**config.mk**
```make
export PLATFORM = sky130hd
export DESIGN_NAME = hts_hdr_check
export DESIGN_NICKNAME = d
export VERILOG_FILES = /design/src/hdl/hts_pkg.sv /design/src/hdl/hts_hdr_check.sv
export SDC_FILE = /design/constraint.sdc
export NUM_CORES = 1
export LEC_CHECK = 0
export ABC_CLOCK_PERIOD_IN_PS = 12650
export BUFFER_PORTS_ARGS = -buffer_cell sky130_fd_sc_hd__buf_4
export CAP_MARGIN = 30
export CELL_PAD_IN_SITES_DETAIL_PLACEMENT = 0
export CELL_PAD_IN_SITES_GLOBAL_PLACEMENT = 1
export CORE_MARGIN = 4
export CORE_UTILIZATION = 42
export DETAILED_ROUTE_END_ITERATION = 7
export PLACE_DENSITY = 0.95
export SLEW_MARGIN = 20
export SYNTH_ARGS = -nofsm -noshare
export SYNTH_HDL_FRONTEND = slang
export SYNTH_SLANG_ARGS = --single-unit
export TNS_END_PERCENT = 50
```
**constraint.sdc**
```tcl
create_clock -name vclk -period 12.65
set_input_delay 1.265 -clock vclk [all_inputs]
set_output_delay 1.265 -clock vclk [all_outputs]
set_load 0.02 [all_outputs]
```
**src/hdl/hts_pkg.sv**
```systemverilog
// Shared types and constants of the static Huffman tree stream decoder.
`default_nettype none
package hts_pkg;
    localparam int DEF_MAX_RECORDS = 512;
    localparam int ENTRY_W         = 19;
    localparam int LEAF_BIT        = 18;

    localparam logic [2:0] ST_OK            = 3'd0;
    localparam logic [2:0] ST_BAD_HEADER    = 3'd1;
    localparam logic [2:0] ST_SIZE_MISMATCH = 3'd2;
    localparam logic [2:0] ST_BAD_RECORD    = 3'd3;
    localparam logic [2:0] ST_BAD_COUNT     = 3'd4;
    localparam logic [2:0] ST_SHORT         = 3'd5;
    localparam logic [2:0] ST_WALK_FAIL     = 3'd6;

    localparam logic CFG_INPUT_LENGTH  = 1'b0;
    localparam logic CFG_OUTPUT_LENGTH = 1'b1;

    localparam logic [27:0] MIN_IN_LEN   = 28'd11;
    localparam logic [27:0] MAX_IN_LEN   = 28'h8000000;
    localparam logic [31:0] MAX_OUT_SIZE = 32'h10000000;

    typedef struct packed {
        logic [7:0] symbol;
        logic       last_in_run;
        logic       finished;
        logic [2:0] status;
    } res_t;
endpackage
`default_nettype wire

```
**src/hdl/hts_hdr_check.sv**
```systemverilog
// Header field checks: size, node count, root, input length, output length.
`default_nettype none
module hts_hdr_check #(
    parameter int MAX_RECORDS = hts_pkg::DEF_MAX_RECORDS
) (
    input  wire logic [63:0] header,
    input  wire logic [27:0] input_length,
    input  wire logic [28:0] output_length,
    output logic      [2:0]  status
);
    import hts_pkg::*;

    logic [31:0] size;
    logic [15:0] nodes;
    logic [15:0] root;
    logic [9:0]  rc;
    logic [14:0] prod;
    logic [14:0] tree_bytes;
    logic [33:0] rhs;
    logic [27:0] lhs;

    always_comb begin
        size       = header[31:0];
        nodes      = header[47:32];
        root       = header[63:48];
        rc         = nodes[9:0] + 10'd1;
        prod       = 15'(rc) * 15'd21;
        tree_bytes = (prod + 15'd7) >> 3;
        rhs        = 34'(size) + 34'(tree_bytes) + 34'd16;
        lhs        = input_length - 28'd8;
        priority if (size == 32'd0 || size > MAX_OUT_SIZE || nodes < 16'd3
                     || nodes > 16'(MAX_RECORDS - 1)) begin
            status = ST_BAD_HEADER;
        end else if (root >= {6'd0, rc}) begin
            status = ST_BAD_HEADER;
        end else if (34'(lhs) > rhs) begin
            status = ST_BAD_HEADER;
        end else if ({3'd0, output_length} != size) begin
            status = ST_SIZE_MISMATCH;
        end else begin
            status = ST_OK;
        end
    end
endmodule
`default_nettype wire

```
# Yosys cells after proc, flatten, opt, wreduce, memory -nomap -nowiden
# Cells that the tools add are included.
# totals
wordCells,20
regBits,0
output_inout_bits,3
# op_classes
add_sub_neg,5
n_lt_le_gt_ge,5
eq_ne,1
multipliers,1
reduce_logical,4
mux,4
# ops
op,count
"adder 33 x 5 -> 34 bit, second input constant",1
> comparator 28 x 34 -> 1 bit,1
adder 32 x 12 -> 33 bit,1
"> comparator 32 x 29 -> 1 bit, second input constant",1
zero test 32 bit,1
!= test 29 x 32 -> 1 bit,1
"subtractor 28 x 4 -> 28 bit, second input constant",1
greater-or-equal comparator 16 x 10 -> 1 bit,1
"> comparator 16 x 9 -> 1 bit, second input constant",1
"less-than comparator 16 x 2 -> 1 bit, second input constant",1
"adder 15 x 3 -> 15 bit, second input constant",1
"multiplier 10 x 5 -> 15 bit, second input constant",1
"adder 10 x 1 -> 10 bit, second input constant",1
two-way mux 2 bit,3
logical OR 1 bit,3
two-way mux 3 bit,1

# Depth between registers and ports, before layout
# Gate-level depths: netlist of run 1.
# logic_depth
depth_word,9
depth_mapped,34

# Least setup slack after synthesis of run 1
# OpenSTA, ideal clock, no wires.
# synth_timing
path_kind,input port to output port
start,input port header[32]
end,output port status[1]
required_ns,11.385
arrival_time_ns,7.575
stages,30
path_slack_ns,3.810
path_buffers,0
path_cell_list,inv_1 -> ha_1 -> ha_1 -> ha_1 -> xor2_1 -> ha_1 -> ha_1 -> a21o_1 -> a31o_2 -> a211oi_1 -> o21ai_0 -> a31o_2 -> a21oi_1 -> xnor2_1 -> ha_1 -> ha_1 -> nor4_1 -> nand2b_1 -> o41ai_1 -> a2111oi_4 -> nand3_1 -> xor2_1 -> ha_1 -> nand4_1 -> nor4_1 -> o31ai_1 -> a31oi_1 -> o21a_1 -> o311ai_0 -> and3_1
# synth_via
elab_chain_cells,9
# synth_lines
element,line_no,source
start: declaration,hts_hdr_check.sv:6,"input wire logic [63:0] header,"
adder 10 x 1 -> 10 bit,hts_hdr_check.sv:26,rc = nodes[9:0] + 10'd1;
multiplier 10 x 5 -> 15 bit,hts_hdr_check.sv:27,prod = 15'(rc) * 15'd21;
adder 15 x 3 -> 15 bit,hts_hdr_check.sv:28,tree_bytes = (prod + 15'd7) >> 3;
adder 32 x 12 -> 33 bit,hts_hdr_check.sv:29,rhs = 34'(size) + 34'(tree_bytes) + 34'd16;
adder 33 x 5 -> 34 bit,hts_hdr_check.sv:29,
> comparator 28 x 34 -> 1 bit,hts_hdr_check.sv:36,end else if (34'(lhs) > rhs) begin
two-way mux 2 bit,hts_hdr_check.sv:36,
two-way mux 2 bit,hts_hdr_check.sv:34,"end else if (root >= {6'd0, rc}) begin"
two-way mux 3 bit *,hts_hdr_check.sv:31,priority if (size == 32'd0 || size > MAX_OUT_SIZE || nodes < 16'd3
end: declaration,hts_hdr_check.sv:9,output logic [2:0] status
# Mark *: on every way between the ends. The rest lies on a longest branch, timed or not.

# Final worst setup path of run 1
# Same ends and word-level chain as after synthesis.

==> summary.md, run 1 <==
| Metric | Value |
|---|---|
| Vias/cell | `5.613` |
| Global Route Usage Sum | `0.1921` |
| Crit path max-delay family | `adder cells` |
| Max_cap viols | `0` |
| Placer Congestion | `0.9141` |
| Min-delay worst type | `primary input to output port` |
| Vias in the first global route | `3951` |
| Crit end category | `output port` |
| Layout area overhead | `26.11%` |
| Worst path arrival time | `8.81 ns` |
| Die Wd | `104.8 µm` |
| Max-slew violations | `0` |
| Setup TNS | `0 ns` |
| # rows | `35` |
| RSZ-0062 raised after global routing | `false` |
| Congestion Overflow GR | `0` |
| Share of power burned in registers | `0` |
| Met3 GRT Util | `0.02162` |
| Final Worst Setup Slack | `2.578 ns` |
| Slew @ Worst Pin | `0.7550 ns` |
| Synth Instances | `505` |
| GRT busiest layer | `met2` |
| Buffers on Ports | `123` |
| Met2 GRT Util | `0.3419` |
| Status | `finished, final reports clean` |
| 1st-iter DRT viols | `130` |
| Combinational Power Share | `1.000` |
| PD cells | `145.1 nW/µm²` |
| Most frequent CP cell | `ha_1` |
| Final WL | `10830 µm` |
| # nets final | `849` |
| CP max stage delay | `0.69 ns` |
| Core ar. | `9196 µm²` |
| Yosys cell types | `49` |
| Critical path class | `primary input to output port` |
| Crit-path max FO | `8` |
| Fmax | `99.28 MHz` |
| Routed vias | `4103` |
| Minimum clock period | `10.07 ns` |
| Die area | `10980 µm²` |
| # DRC | `0` |
| Met1 usage | `0.2586` |
| WL per Instance | `14.81 µm` |
| Slowest-stage cell, CP | `nor4_1` |
| Fraction of layout cells with a size suffix above 1 | `0.2145` |
| Hold Buf Count CTS | `0` |
| CP Buf/Inv Count | `3` |
| Worst EP required | `11.39 ns` |
| Synth warn | `0` |
| Hold_ws | `2.988 ns` |
| Mapped cell area | `3934 µm²` |
| Clock group share of total power | `0` |
| Seq Cell Count | `0` |
| Storage cell area | `0 µm²` |
| Sequential element share of the synthesized area | `0` |
| Buffer count from post-CTS setup fixing | `0` |
| Leak | `2.407 nW` |
| Largest net degree at the start of global routing | `9` |
| First-pass GRT wire length | `18200 µm` |
| Internal power | `334.9 µW` |
| Ant diodes | `0` |
| Worst rel slew slack | `0.4920` |
| Die Span Y | `104.8 µm` |
| Post-route clock period utilization | `0.7962` |
| Layout clock buffers | `0` |
| Startpoint Class | `primary input` |
| Maximum VDD drop | `0.0001462 V` |
| P_sw | `385.2 µW` |
| Syn avg cell area | `7.790 µm²` |
| Fin. Hold Viols | `0` |
| HPWL Detailed | `9809 µm` |
| Pre-CTS setup slack | `2.678 ns` |
| Total I/O pin count | `124` |
| Drt pass-1 iters | `4` |
| CTS resizes | `0` |
| Final setup vio count | `0` |
| Final ANT Viol Nets | `0` |
| Net Count, Synth | `732` |
| Initial core utilization | `0.4278` |
| Initial antenna violation count | `0` |
| Sw Share | `0.5349` |
-- layout make-up --
type | count | area (µm²)
fill | 876 | 4235
inverter | 37 | 138.9
multi-input combinational | 460 | 3760
tap | 111 | 138.9
timing repair buffer | 123 | 923.4
-- stage by stage --
stage               utilization  instances  power, mW  area [µm²]
CTS                      0.5395        731     0.7249        4961
finish                   0.5395        731     0.7201        4961
detailed placement       0.5395        731     0.7179        4961
global placement         0.5395        731     0.6967        4961
floorplan                     -        505     0.5565        3934
global route             0.5395        731     0.8241        4961
-- final timing paths --
check,start,endpoint,slack (ns),depth (start not counted)
setup / recovery,header[32],status[1],2.58,32
hold / removal,header[44],status[0],2.99,6
-- cell families (layout without fill, tap and decap cells) --
group	Yosys count	count (layout)	synth area share
AND/OR/NAND/NOR	171	171	0.2370
adder cells (fa/ha/maj)	107	107	0.3531
XOR/XNOR	98	98	0.2182
AO/OA/AOI/OAI	82	82	0.1441
buffers and inverters	45	160	0.04421
other	1	1	0.0009533
multiplexers	1	1	0.002545
-- placed cells by master (no fill, tap or decap), types with 5 or more instances in the layout --
cell type / count
a211oi_1: 8
a21o_1: 11
a21oi_1: 21
and3_1: 6
buf_4: 123
fa_1: 7
ha_1: 99
inv_1: 37
nand2_1: 31
nand2b_1: 5
nand3_1: 13
nand4_1: 19
nor2_1: 36
nor3_1: 17
nor4_1: 21
o21a_1: 6
o21ai_0: 11
xnor2_1: 45
xor2_1: 53
-- power groups by stage --
| stage | sequential (mW) | clock [mW] | combinational [mW] |
|---|---|---|---|
| 3_5_place_dp | 0 | 0 | 0.718 |
| 3_3_place_gp | 0 | 0 | 0.697 |
| 4_1_cts | 0 | 0 | 0.725 |
| 5_1_grt | 0 | 0 | 0.824 |
| 6_report | 0 | 0 | 0.720 |
| 2_1_floorplan | 0 | 0 | 0.556 |
-- routing by layer --
layer  up-vias  part of all wire
met1      1910              0.45
met4         0            0.0078
met3        14             0.050
met5         -                 0
met2       106              0.49
li1       2073                 -
-- Yosys cell counts (2+ instances only) --
library cell  number  area, µm²
nand3_1           13      65.06
a31oi_1            2      12.51
and4_1             2      17.52
ha_1              99       1239
or4_4              2      22.52
o41ai_1            3      26.28
a21oi_1           21      105.1
o21ai_0           11      55.05
or4_1              4      30.03
o31ai_1            2      15.01
a31o_2             3      26.28
a211oi_1           8      60.06
nor4_1            21      131.4
xnor2_1           45      394.1
nand2b_1           5      31.28
clkbuf_1           6      22.52
o21bai_1           4      30.03
o211ai_1           4      30.03
nor3b_1            3      22.52
a21boi_0           2      15.01
nor3_1            17      85.08
xor2_1            53      464.2
a21o_1            11      82.58
nor2b_1            4      25.02
inv_1             37      138.9
nand2_1           31      116.4
fa_1               7      140.1
nor2_1            36      135.1
and3_1             6      37.54
o21a_1             6      45.04
nand4_1           19      118.9
Note: power is estimated with default switching activity, not from simulation.
==> run 2: changes to the inputs <==
ABC_CLOCK_PERIOD_IN_PS = 10400   (was 12650)
CORE_UTILIZATION = 39   (was 42)
PLACE_DENSITY = 0.92   (was 0.95)
clock period = 10.4 ns   (was 12.65 ns; I/O delays follow)
==> summary.md, run 2 (same netlist as run 1, synthesis figures left out) <==
| Metric | Value |
|---|---|
| Fraction of layout cells with a size suffix above 1 | `0.2145 (unchanged)` |
| Core ar. | `9819 µm² (was 9196 µm²)` |
| WL per Instance | `14.76 µm (was 14.81 µm)` |
| RSZ-0062 raised after global routing | `false (unchanged)` |
| CP Buf/Inv Count | `3 (unchanged)` |
| Status | `finished, final reports clean (unchanged)` |
| Max_cap viols | `0 (unchanged)` |
| Min-delay worst type | `primary input to output port (unchanged)` |
| Worst path arrival time | `8.51 ns (was 8.81 ns)` |
| Initial core utilization | `0.4006 (was 0.4278)` |
| Buffers on Ports | `123 (unchanged)` |
| Crit path max-delay family | `adder cells (unchanged)` |
| Max-slew violations | `0 (unchanged)` |
| Commonest non-fill, non-tap cell in the layout | `buf_4 (unchanged)` |
| Initial antenna violation count | `0 (unchanged)` |
| Slew @ Worst Pin | `0.7428 ns (was 0.7550 ns)` |
| CTS resizes | `0 (unchanged)` |
| Die Wd | `108.4 µm (was 104.8 µm)` |
| First-pass GRT wire length | `17480 µm (was 18200 µm)` |
| Final ANT Viol Nets | `0 (unchanged)` |
| Slowest-stage cell, CP | `nor4_1 (unchanged)` |
| Hold Buf Count CTS | `0 (unchanged)` |
| Fin. Hold Viols | `0 (unchanged)` |
| Final Total Pwr | `880.2 µW (was 720.1 µW)` |
| Critical path class | `primary input to output port (unchanged)` |
| Setup TNS | `0 ns (unchanged)` |
| Startpoint Class | `primary input (unchanged)` |
| Most frequent CP cell | `ha_1 (unchanged)` |
| Crit-path max FO | `8 (unchanged)` |
| Largest net degree at the start of global routing | `9 (unchanged)` |
| Placer Congestion | `0.9147 (was 0.9141)` |
| # DRC | `0 (unchanged)` |
| Maximum VDD drop | `0.0001506 V (was 0.0001462 V)` |
| Crit end category | `output port (unchanged)` |
| Vias in the first global route | `3952 (was 3951)` |
| Global Route Usage Sum | `0.1763 (was 0.1921)` |
| Post-route clock period utilization | `0.9187` |
| Post-route cell area | `4989 µm² (was 4961 µm²)` |
| Vias/cell | `5.375 (was 5.613)` |
| Total I/O pin count | `124 (unchanged)` |
| PD cells | `176.4 nW/µm² (was 145.1 nW/µm²)` |
| Storage cell area | `0 µm² (unchanged)` |
| Die area | `11760 µm² (was 10980 µm²)` |
| HPWL Detailed | `10010 µm (was 9809 µm)` |
| Die Span Y | `108.4 µm (was 104.8 µm)` |
| Drt pass-1 iters | `4 (unchanged)` |
| Layout clock buffers | `0 (unchanged)` |
| Leak | `2.407 nW (unchanged)` |
| Worst rel slew slack | `0.5003 (was 0.4920)` |
| # rows | `36 (was 35)` |
| Cell count after placement | `753 (was 731)` |
| CP max stage delay | `0.69 ns (about the same)` |
| Final setup vio count | `0 (unchanged)` |
| Worst EP required | `9.36 ns (was 11.39 ns)` |
| Buffer count from post-CTS setup fixing | `0 (unchanged)` |
| Placed Area | `4989 µm² (was 4961 µm²)` |
| Seq Cell Count | `0 (unchanged)` |
| Minimum clock period | `9.555 ns` |
| Congestion Overflow GR | `0 (unchanged)` |
| Final cell count without fillers | `753 (was 731)` |
| Routed vias | `4047 (was 4103)` |
| Hold_ws | `2.527 ns (was 2.988 ns)` |
| Fmax | `104.7 MHz` |
| 1st-iter DRT viols | `168 (was 130)` |
| Ant diodes | `0 (unchanged)` |
| Commonest non-fill, non-tap cells in the layout | `123 x buf_4, 99 x ha_1, 53 x xor2_1, 45 x xnor2_1, 37 x inv_1 (unchanged)` |
| # nets final | `849 (unchanged)` |
| Layout area overhead | `26.81% (was 26.11%)` |
| Final WL | `11120 µm (was 10830 µm)` |
run 2: cell counts in the layout (fill, tap and decap cells not counted):
Identical to the previous run, type by type.
run 2: per-layer routing:
layer  vias up  track usage  wire length, µm  share of wire
li1       2073            -                -              -
met2       102       0.3111             5354           0.48
met5         -            0                0              0
met3         8     0.008955              718          0.065
met1      1864       0.2454             4966           0.45
met4         0      0.01533               76         0.0068
run 2: stage by stage:
step / setup WS (ns) / utilization
after CTS: 0.8806 / 0.5080
final: 0.8452 / 0.5080
after floorplan: 2.010 / -
after global routing: 0.4499 / 0.5080
after global placement: 1.166 / 0.5080
after detailed placement: 0.9294 / 0.5080
run 2: layout make-up:
| cell class | count | area, µm² |
|---|---|---|
| multi-input combinational | 460 | 3760 |
| tap | 133 | 166.4 |
| inverter | 37 | 138.9 |
| fill | 985 | 4831 |
| timing repair buffer | 123 | 923.4 |
run 2: path summary, 6_finish.rpt:
| check | start | end | slack (ns) | depth (start not counted) |
|---|---|---|---|---|
| setup / recovery | header[32] | status[1] | 0.85 | 32 |
| hold / removal | header[43] | status[0] | 2.53 | 6 |
run 2: worst min-delay path, cell delays in order:
cell      delay (ns)
buf_4           0.08
nor4_1          0.04
nand4_1         0.08
a211oi_1        0.05
nand2_1         0.06
buf_4           0.14
run 2: power by group:
group	internal (mW)	switching [mW]	total, mW
clock network	0	0	0
logic	0.410	0.471	0.880
registers	0	0	0
total	0.410	0.471	0.880
